===== src/rtl/ple_pkg.sv =====
package ple_pkg;

    // Request codes carried in the low bits of the input transaction
    typedef enum logic [2:0] {
        REQ_INS_FRONT = 3'd0,
        REQ_INS_BACK  = 3'd1,
        REQ_INS_POS   = 3'd2,
        REQ_DEL_FRONT = 3'd3,
        REQ_DEL_BACK  = 3'd4,
        REQ_DEL_POS   = 3'd5,
        REQ_SEARCH    = 3'd6
    } req_t;

    // Result status codes
    typedef enum logic [2:0] {
        STS_OK       = 3'd0,
        STS_EMPTY    = 3'd1,
        STS_BADPOS   = 3'd2,
        STS_FULL     = 3'd3,
        STS_NOTFOUND = 3'd4
    } status_t;

    // Kind of memory work a request needs
    typedef enum logic [1:0] {
        OP_NONE,
        OP_UP,
        OP_DOWN,
        OP_SEARCH
    } op_t;

    // Controller states
    typedef enum logic [2:0] {
        S_IDLE,
        S_START,
        S_SWEEP,
        S_TAIL,
        S_PUT,
        S_DONE
    } ctl_state_t;

    // Commands from controller to datapath
    typedef struct packed {
        logic load;
        logic rd;
        logic put;
        logic finish;
    } ctl_cmd_t;

    // Status from datapath to controller
    typedef struct packed {
        op_t  kind;
        logic noshift;
        logic last;
        logic out_free;
    } dp_stat_t;

    // Field layout of the stream payloads
    localparam int S_DATA_W = 48;
    localparam int M_DATA_W = 56;
    localparam int VAL_W    = 32;
    localparam int POS_W    = 7;
    localparam int CODE_W   = 3;

endpackage


===== src/rtl/ple_ctrl.sv =====
module ple_ctrl (
    input  logic              aclk,
    input  logic              aresetn,
    input  logic              s_tvalid,
    output logic              s_tready,
    input  ple_pkg::dp_stat_t stat,
    output ple_pkg::ctl_cmd_t cmd
);

    ple_pkg::ctl_state_t state_reg, state_next;

    // State register
    always_ff @(posedge aclk) begin
        if (!aresetn) begin
            state_reg <= ple_pkg::S_IDLE;
        end else begin
            state_reg <= state_next;
        end
    end

    // Next state and commands
    always_comb begin
        state_next = state_reg;
        cmd        = '0;
        s_tready   = 1'b0;
        case (state_reg)
            ple_pkg::S_IDLE: begin
                // hold the input closed while reset is asserted
                s_tready = aresetn;
                if (aresetn && s_tvalid) begin
                    cmd.load   = 1'b1;
                    state_next = ple_pkg::S_START;
                end
            end
            ple_pkg::S_START: begin
                case (stat.kind)
                    ple_pkg::OP_NONE:   state_next = ple_pkg::S_DONE;
                    ple_pkg::OP_UP:     state_next = stat.noshift ? ple_pkg::S_PUT
                                                                  : ple_pkg::S_SWEEP;
                    default:            state_next = ple_pkg::S_SWEEP;
                endcase
            end
            ple_pkg::S_SWEEP: begin
                // issue one read per cycle until the last address
                cmd.rd = 1'b1;
                if (stat.last) begin
                    state_next = ple_pkg::S_TAIL;
                end
            end
            ple_pkg::S_TAIL: begin
                // last read data is consumed by the datapath here
                state_next = (stat.kind == ple_pkg::OP_UP) ? ple_pkg::S_PUT
                                                           : ple_pkg::S_DONE;
            end
            ple_pkg::S_PUT: begin
                cmd.put    = 1'b1;
                state_next = ple_pkg::S_DONE;
            end
            ple_pkg::S_DONE: begin
                if (stat.out_free) begin
                    cmd.finish = 1'b1;
                    state_next = ple_pkg::S_IDLE;
                end
            end
            default: begin
                state_next = ple_pkg::S_IDLE;
            end
        endcase
    end

endmodule


===== src/rtl/ple_dp.sv =====
module ple_dp #(
    parameter int CAPACITY = 64
) (
    input  logic                          aclk,
    input  logic                          aresetn,
    input  logic [ple_pkg::S_DATA_W-1:0]  s_tdata,
    output logic                          m_tvalid,
    input  logic                          m_tready,
    output logic [ple_pkg::M_DATA_W-1:0]  m_tdata,
    input  ple_pkg::ctl_cmd_t             cmd,
    output ple_pkg::dp_stat_t             stat
);

    localparam int AW = (CAPACITY > 1) ? $clog2(CAPACITY) : 1;
    localparam int CW = $clog2(CAPACITY + 1);
    localparam int PW = ((CW > ple_pkg::POS_W) ? CW : ple_pkg::POS_W) + 1;
    localparam int VW = ple_pkg::VAL_W;
    localparam int PAD_W = ple_pkg::M_DATA_W - ple_pkg::CODE_W - VW - 2 * ple_pkg::POS_W;

    // Entry store
    logic [VW-1:0] entries_mem [CAPACITY];

    // Control registers
    logic [CW-1:0] occ_reg;
    logic          rv_reg;
    logic          m_tvalid_reg;

    // Request and sweep registers
    ple_pkg::op_t     kind_reg;
    ple_pkg::status_t st_reg;
    logic [VW-1:0]    val_reg;
    logic [AW-1:0]    idx_reg;
    logic [AW-1:0]    ptr_reg;
    logic [AW-1:0]    last_reg;
    logic [AW-1:0]    tag_reg;
    logic             noshift_reg;
    logic             rfirst_reg;
    logic             found_reg;
    logic [CW-1:0]    fpos_reg;
    logic [VW-1:0]    rdata_reg;
    logic [VW-1:0]    rval_reg;
    logic [ple_pkg::M_DATA_W-1:0] m_tdata_reg;

    // Input fields
    logic [ple_pkg::CODE_W-1:0] in_req;
    logic [VW-1:0]              in_val;
    logic [ple_pkg::POS_W-1:0]  in_pos;

    assign in_req = s_tdata[2:0];
    assign in_val = s_tdata[34:3];
    assign in_pos = s_tdata[41:35];

    // Request decode against the current count
    ple_pkg::op_t     dec_kind;
    ple_pkg::status_t dec_st;
    logic [PW-1:0]    nw;
    logic [PW-1:0]    posw;
    logic [PW-1:0]    idx_w;
    logic             full;
    logic             empty;

    always_comb begin
        nw       = PW'(occ_reg);
        posw     = PW'(in_pos);
        full     = (nw == PW'(CAPACITY));
        empty    = (occ_reg == '0);
        dec_kind = ple_pkg::OP_NONE;
        dec_st   = ple_pkg::STS_OK;
        idx_w    = '0;
        case (in_req)
            ple_pkg::REQ_INS_FRONT, ple_pkg::REQ_INS_BACK, ple_pkg::REQ_INS_POS: begin
                if (full) begin
                    dec_st = ple_pkg::STS_FULL;
                end else if (in_req == ple_pkg::REQ_INS_FRONT) begin
                    dec_kind = ple_pkg::OP_UP;
                end else if (in_req == ple_pkg::REQ_INS_BACK) begin
                    dec_kind = ple_pkg::OP_UP;
                    idx_w    = nw;
                end else if (posw == '0 || posw > nw + PW'(1)) begin
                    dec_st = ple_pkg::STS_BADPOS;
                end else begin
                    dec_kind = ple_pkg::OP_UP;
                    idx_w    = posw - PW'(1);
                end
            end
            ple_pkg::REQ_DEL_FRONT, ple_pkg::REQ_DEL_BACK, ple_pkg::REQ_DEL_POS: begin
                if (empty) begin
                    dec_st = ple_pkg::STS_EMPTY;
                end else if (in_req == ple_pkg::REQ_DEL_FRONT) begin
                    dec_kind = ple_pkg::OP_DOWN;
                end else if (in_req == ple_pkg::REQ_DEL_BACK) begin
                    dec_kind = ple_pkg::OP_DOWN;
                    idx_w    = nw - PW'(1);
                end else if (posw == '0 || posw > nw) begin
                    dec_st = ple_pkg::STS_BADPOS;
                end else begin
                    dec_kind = ple_pkg::OP_DOWN;
                    idx_w    = posw - PW'(1);
                end
            end
            ple_pkg::REQ_SEARCH: begin
                if (empty) begin
                    dec_st = ple_pkg::STS_EMPTY;
                end else begin
                    dec_kind = ple_pkg::OP_SEARCH;
                end
            end
            default: begin
                dec_kind = ple_pkg::OP_NONE;
            end
        endcase
    end

    // Latch the request and set up the sweep
    logic [AW-1:0] nm1;
    assign nm1 = AW'(nw - PW'(1));

    always_ff @(posedge aclk) begin
        if (cmd.load) begin
            kind_reg    <= dec_kind;
            st_reg      <= dec_st;
            val_reg     <= in_val;
            idx_reg     <= idx_w[AW-1:0];
            noshift_reg <= (idx_w == nw);
            rfirst_reg  <= 1'b1;
            found_reg   <= 1'b0;
            fpos_reg    <= '0;
            case (dec_kind)
                ple_pkg::OP_UP: begin
                    ptr_reg  <= nm1;
                    last_reg <= idx_w[AW-1:0];
                end
                ple_pkg::OP_DOWN: begin
                    ptr_reg  <= idx_w[AW-1:0];
                    last_reg <= nm1;
                end
                default: begin
                    ptr_reg  <= '0;
                    last_reg <= nm1;
                end
            endcase
        end else begin
            // advance the read pointer
            if (cmd.rd) begin
                ptr_reg <= (kind_reg == ple_pkg::OP_UP) ? ptr_reg - AW'(1)
                                                        : ptr_reg + AW'(1);
                tag_reg <= ptr_reg;
            end
            // consume read data
            if (rv_reg) begin
                rfirst_reg <= 1'b0;
                if (rfirst_reg) begin
                    rval_reg <= rdata_reg;
                end
                if (kind_reg == ple_pkg::OP_SEARCH && !found_reg
                    && rdata_reg == val_reg) begin
                    found_reg <= 1'b1;
                    fpos_reg  <= CW'(tag_reg) + CW'(1);
                end
            end
        end
    end

    // Read data valid tag
    always_ff @(posedge aclk) begin
        if (!aresetn) begin
            rv_reg <= 1'b0;
        end else begin
            rv_reg <= cmd.rd;
        end
    end

    // Memory write: shifted entries or the new value
    logic          wr_en;
    logic [AW-1:0] wr_addr;
    logic [VW-1:0] wr_data;

    always_comb begin
        wr_en   = 1'b0;
        wr_addr = tag_reg;
        wr_data = rdata_reg;
        if (cmd.put) begin
            wr_en   = 1'b1;
            wr_addr = idx_reg;
            wr_data = val_reg;
        end else if (rv_reg && kind_reg == ple_pkg::OP_UP) begin
            wr_en   = 1'b1;
            wr_addr = tag_reg + AW'(1);
        end else if (rv_reg && kind_reg == ple_pkg::OP_DOWN && !rfirst_reg) begin
            wr_en   = 1'b1;
            wr_addr = tag_reg - AW'(1);
        end
    end

    always_ff @(posedge aclk) begin
        if (wr_en) begin
            entries_mem[wr_addr] <= wr_data;
        end
        if (cmd.rd) begin
            rdata_reg <= entries_mem[ptr_reg];
        end
    end

    // Result assembly
    ple_pkg::status_t res_st;
    logic [VW-1:0]    res_val;
    logic [PW-1:0]    res_pos_w;
    logic [CW-1:0]    occ_next;
    logic [PW-1:0]    cnt_w;

    always_comb begin
        res_st    = st_reg;
        res_val   = '0;
        res_pos_w = '0;
        occ_next  = occ_reg;
        case (kind_reg)
            ple_pkg::OP_UP: begin
                occ_next = occ_reg + CW'(1);
            end
            ple_pkg::OP_DOWN: begin
                occ_next = occ_reg - CW'(1);
                res_val  = rval_reg;
            end
            ple_pkg::OP_SEARCH: begin
                if (found_reg) begin
                    res_st    = ple_pkg::STS_OK;
                    res_val   = val_reg;
                    res_pos_w = PW'(fpos_reg);
                end else begin
                    res_st = ple_pkg::STS_NOTFOUND;
                end
            end
            default: begin
                occ_next = occ_reg;
            end
        endcase
        cnt_w = PW'(occ_next);
    end

    // Count and output register
    always_ff @(posedge aclk) begin
        if (!aresetn) begin
            occ_reg      <= '0;
            m_tvalid_reg <= 1'b0;
        end else if (cmd.finish) begin
            occ_reg      <= occ_next;
            m_tvalid_reg <= 1'b1;
        end else if (m_tready) begin
            m_tvalid_reg <= 1'b0;
        end
    end

    always_ff @(posedge aclk) begin
        if (cmd.finish) begin
            m_tdata_reg <= {PAD_W'(0), cnt_w[ple_pkg::POS_W-1:0],
                            res_pos_w[ple_pkg::POS_W-1:0], res_val, res_st};
        end
    end

    assign m_tvalid = m_tvalid_reg;
    assign m_tdata  = m_tdata_reg;

    assign stat.kind     = kind_reg;
    assign stat.noshift  = noshift_reg;
    assign stat.last     = (ptr_reg == last_reg);
    assign stat.out_free = !m_tvalid_reg || m_tready;

endmodule


===== src/rtl/positional_list_engine.sv =====
// Ordered list of up to CAPACITY signed 32-bit values, one request per input
// transaction and exactly one result transaction per request. Requests are
// handled one at a time; the entries sit in a memory with one write and one
// registered read port, and a request sweeps the entries that move, or that
// a search visits, one after another through that port. An insert reads the
// entries behind the insert point (none when it lands at the back), a delete
// the entries from the delete point to the back, and a search the whole list;
// a refused request or request code 7 reads none. A finished result waits in
// the output register and does not block the next request from starting.
// The list is empty after reset, with no clearing pass.
module positional_list_engine #(
    parameter int CAPACITY = 64
) (
    input  logic        aclk,
    input  logic        aresetn,
    input  logic        s_tvalid,
    output logic        s_tready,
    // req_type[2:0], item_value[34:3], position[41:35], zeros above
    input  logic [47:0] s_tdata,
    output logic        m_tvalid,
    input  logic        m_tready,
    // status[2:0], result_value[34:3], result_position[41:35],
    // entry_count[48:42], zeros above
    output logic [55:0] m_tdata
);

    ple_pkg::ctl_cmd_t cmd;
    ple_pkg::dp_stat_t stat;

    ple_ctrl u_ctrl (
        .aclk     (aclk),
        .aresetn  (aresetn),
        .s_tvalid (s_tvalid),
        .s_tready (s_tready),
        .stat     (stat),
        .cmd      (cmd)
    );

    ple_dp #(
        .CAPACITY (CAPACITY)
    ) u_dp (
        .aclk     (aclk),
        .aresetn  (aresetn),
        .s_tdata  (s_tdata),
        .m_tvalid (m_tvalid),
        .m_tready (m_tready),
        .m_tdata  (m_tdata),
        .cmd      (cmd),
        .stat     (stat)
    );

endmodule


===== config.mk =====
export PLATFORM = sky130hd
export DESIGN_NAME = positional_list_engine
export DESIGN_NICKNAME = d
export VERILOG_FILES = /design/src/rtl/ple_pkg.sv /design/src/rtl/ple_ctrl.sv /design/src/rtl/ple_dp.sv /design/src/rtl/positional_list_engine.sv
export SDC_FILE = /design/constraint.sdc
export NUM_CORES = 2
export LEC_CHECK = 0
export BUFFER_PORTS_ARGS = -buffer_cell sky130_fd_sc_hd__clkbuf_2
export CORE_ASPECT_RATIO = 1.2
export CORE_MARGIN = 1
export CORE_UTILIZATION = 45
export DETAILED_ROUTE_END_ITERATION = 16
export PLACE_DENSITY = 0.71
export SLEW_MARGIN = 10
export SYNTH_ARGS = -nofsm -noshare
export SYNTH_HDL_FRONTEND = slang
export SYNTH_SLANG_ARGS = --single-unit
export TNS_END_PERCENT = 50

===== constraint.sdc =====
create_clock -name aclk -period 4.7 [get_ports aclk]
set_input_delay 0.235 -clock aclk [delete_from_list [all_inputs] [get_ports aclk]]
set_output_delay 0.235 -clock aclk [all_outputs]
set_load 0.01 [all_outputs]

==> key figures <==
Run status
  – Status: finished, final reports clean

Drt
  – # DRC: 0
  – Routed length per placed instance: 30.88 microns
  – Vias: 41,690
  – Drt pass-1 iters: 5
  – Antenna Nets Post-Route: 0
  – Vias per cell: approximately 6
  – Initial DRC count: 5,426
  – WL final: approximately 210,000 microns

STA
  – RSZ-0062 raised after global routing: no
  – Worst rel slew slack: 13.39%
  – Fin worst setup slack: 667.8 ps
  – TNS Setup: 0 ps
  – Clk_skew: slightly below 40 ps
  – Min Tclk post-route: 4032 ps
  – Max Fclk: 0.2480 GHz
  – Final Max Tran Viols: 0
  – Slew @ Worst Pin: roughly 1300 ps
  – Final Hold Fails: 0
  – Setup violations, final: 0
  – Final Cycle Share: 85.79%

Critical path
  – Crit path cell chain: inv_1 > ha_1 > and3b_1 > nand3_1 > o32ai_1 > xor2_1 > mux2i_1 > nor2_1 > nand2_1 > nor2_4 > buf_12
  – Setup crit start: u_dp.kind_reg[0]
  – Startpoint Class: flip-flop
  – CP required: 5210 ps
  – Worst R2R Start: u_dp.kind_reg[0]
  – Reg-to-reg endpoint: u_dp.entries_mem[25][4]
  – Reg-to-reg slack, setup: 670 ps
  – Crit Path Max Fanout: 20
  – CP arrival: about 4500 ps
  – Reg2Reg Depth: 11
  – Slowest cell on crit path: nor2_4
  – WS Path Type: reg -> reg
  – CP endpoint: u_dp.entries_mem[25][4]
  – Slowest cell delay on critical path: 730 ps
  – Critical path endpoint category: flip-flop

Floorplan
  – Die Wd: 404.6 microns
  – Die Ht: between 400 and 500 microns
  – Initial Util: 45.47%
  – Top Ports: 110
  – Core area: between 150,000 and 200,000 sq um
  – Die area: 196,200 sq um
  – Placement Rows: 176

Logic synthesis
  – Synth Instances: 3,836
  – Synth unique cells: 67
  – Post-synthesis cell area: 87,510 sq um
  – Yosys Warn Count: 0
  – Area contributors post-synth: edfxtp_1 76%, mux4_2 17%, nand2_1 0.72%
  – Syn avg cell area: 22.81 sq um
  – Post-synth top area share: 76.25%
  – Async SR Flop Fraction: 0%
  – Number of synthesized flops with an enable pin: 2,222
  – Cell accounting for the most synthesized area: edfxtp_1
  – Seq/Total Area, Yosys: 76.73%
  – Synth Register Bits: about 2,200
  – Predominant post-synthesis flop cell: edfxtp_1

Power and ir drop
  – Clk pwr share: a little over a third
  – Switching Fraction: roughly a quarter
  – Static leakage: 31.43 nW
  – Switching power: around 12 mW
  – Part of the power in registers: 49.3%
  – Pwr/cell area: ~470 nW/um^2
  – Peak VDD IR: 0.0004021 V
  – Internal: 35.62 mW
  – Comb power frac: 15.5%

Placed design
  – Detailed Place HPWL: 122,100 microns
  – Worst slack, placed: 766.8 ps
  – RePlAce Congestion: 0.8611
  – Dpl cells: 6,511
  – PortBufs: 96

GRT
  – Vias in the first global route: 42,398
  – Initial antenna violation count: 7
  – Pin count of the biggest net entering global routing: 86
  – First-pass GRT wire length: 305,600 microns
  – GR Overflow Total: 0
  – Total track usage: 21.87%

Layout
  – Non-Filler Instances: 6,927
  – Fin nets: 4,264
  – Area added between synthesis and finish: 14.54%
  – Max reg flops: 2,048
  – Fillers: 14,425
  – Layout cell share with drive strength beyond 1: a little under a third

Clocking
  – CTS Buf Count: between 150 and 200
  – Clock Sink Count: 2,243
  – Clk slew on worst S/H paths: 70 ps
  – CTS tree: built
  – Clock buffer depth: 3
  – Root Driver: clkbuf_16
  – Postcts setup bufs: 0
  – Worst skew pair latency: 840 ps
  – CTS H-tree depth: 4

Run
  – Max-Cap Viols: 0

Min path
  – Hold WC Path Type: in -> reg
## layout make-up
class                      instances  area, sq um  area share, %
timing repair buffer             334         3050          3.044
inverter                          26        97.59        0.09737
sequential                      2243        67140          66.99
multi-input combinational       1370        20010          19.97
clock inverter                   124         1464          1.461
tap                             2581         3229          3.222
clock buffer                     246         5219          5.207
antenna                            3        7.507       0.007490
## kinds of logic after synthesis
family | after synthesis | synth area share, %
simple gates | 381 | 1.987
buf+inv | 229 | 1.140
flops | 2243 | 76.73
xor+xnor | 72 | 0.7206
other cells | 1 | 0.004285
mux | 719 | 17.64
compound gates | 152 | 1.201
fa+ha+maj | 39 | 0.5748
## critical path, delay by kind of cell, from the launching register on
family	cells	cell delay, ps
and+or+nand+nor	5	1710
muxes	1	180
adders and majority gates	1	230
AOI/OAI and AO/OA	1	290
xor gates and xnor gates	1	370
buffers and inverters	2	420
DFF	1	450
## cells in the mapped netlist, types with 4 or more instances
cell type / number
edfxtp_1: 2222
mux4_2: 656
nand2_1: 169
clkbuf_1: 112
nor2_1: 102
buf_2: 59
xor2_1: 47
ha_1: 37
mux2i_1: 37
a22o_1: 33
mux2_2: 26
a21oi_1: 25
xnor2_1: 25
inv_1: 24
dfxtp_1: 21
buf_1: 19
o21ai_1: 17
nand3_1: 16
nor2b_1: 16
o21ai_0: 16
and3_1: 14
nor4_1: 11
and2_1: 10
o22ai_1: 10
buf_4: 9
nor3_1: 8
a21o_1: 7
a22oi_1: 7
nand2b_1: 7
a31oi_1: 5
nand3b_1: 5
buf_6: 4
nand4_1: 4
## cells in the final DEF, fill, tap and decap left out, types with 8 or more instances in the layout
cell / n
and3_1: 13
a22o_1: 33
o22ai_1: 10
buf_4: 141
dfxtp_1: 21
clkbuf_16: 201
nand2_1: 137
clkinv_2: 30
nor2b_1: 15
o21ai_1: 17
buf_12: 54
nor2_4: 64
nand2_4: 11
nand3_1: 16
ha_1: 37
mux2i_1: 37
nor3_1: 8
mux2_2: 26
xnor2_1: 25
inv_1: 24
nand2_2: 21
clkinv_8: 8
o21ai_0: 16
mux4_2: 656
clkinv_1: 42
edfxtp_1: 2222
nor4_1: 11
dlygate4sd3_1: 43
a21oi_1: 25
nor2_1: 37
clkbuf_2: 96
xor2_1: 47
clkbuf_1: 43
and2_1: 8
bufinv_16: 27
## how the worst min path moves through the flow
stage / startpoint / end / slack [ps] / depth (start not counted)
3_5_place_dp: s_tdata[10] / u_dp.val_reg[7] / 410 / 1
2_1_floorplan: s_tdata[3] / u_dp.val_reg[0] / 330 / 0
5_1_grt: s_tdata[14] / u_dp.val_reg[11] / 90 / 2
4_1_cts: s_tdata[2] / u_dp.kind_reg[0] / 8 / 4
3_3_place_gp: s_tdata[20] / u_dp.val_reg[17] / 420 / 1
6_report: s_tdata[2] / u_dp.kind_reg[0] / 80 / 4
## metrics by stage
stage	util (%)	cell area, sq um	total power [mW]	hold WS, ps
finish	52.08	100200	47.50	77.86
CTS	52.04	100200	47.74	8.006
floorplan	-	87530	28.33	333.9
global placement	48.35	93050	31.07	416.2
global route	52.08	100200	48.72	85.87
detailed placement	48.35	93050	31.24	413.6
## power by group through the flow
stage | Clock [mW] | Combinational [mW] | Sequential, mW
after CTS | 16.9 | 7.42 | 23.4
after global routing | 17.6 | 7.71 | 23.4
after global placement | 0 | 7.22 | 23.8
after detailed placement | 0 | 7.38 | 23.9
final | 16.7 | 7.38 | 23.4
after floorplan | 0 | 4.60 | 23.7
## routing by layer
metal,routed length [microns],vias up,track usage [%]
met4,8165,4,8.476
met1,78740,22214,28.40
met2,108000,2234,36.50
met3,18970,349,4.164
li1,-,16889,-
met5,28,-,0
## repair_timing
action / CTS / global route
hold buffers: 43 / 0
resized for setup: 0 / 0
endpoints found under the setup margin: 0 / 0
endpoints found under the hold margin: 47 / 0
No activity file was read; power rests on OpenSTA's default activity.
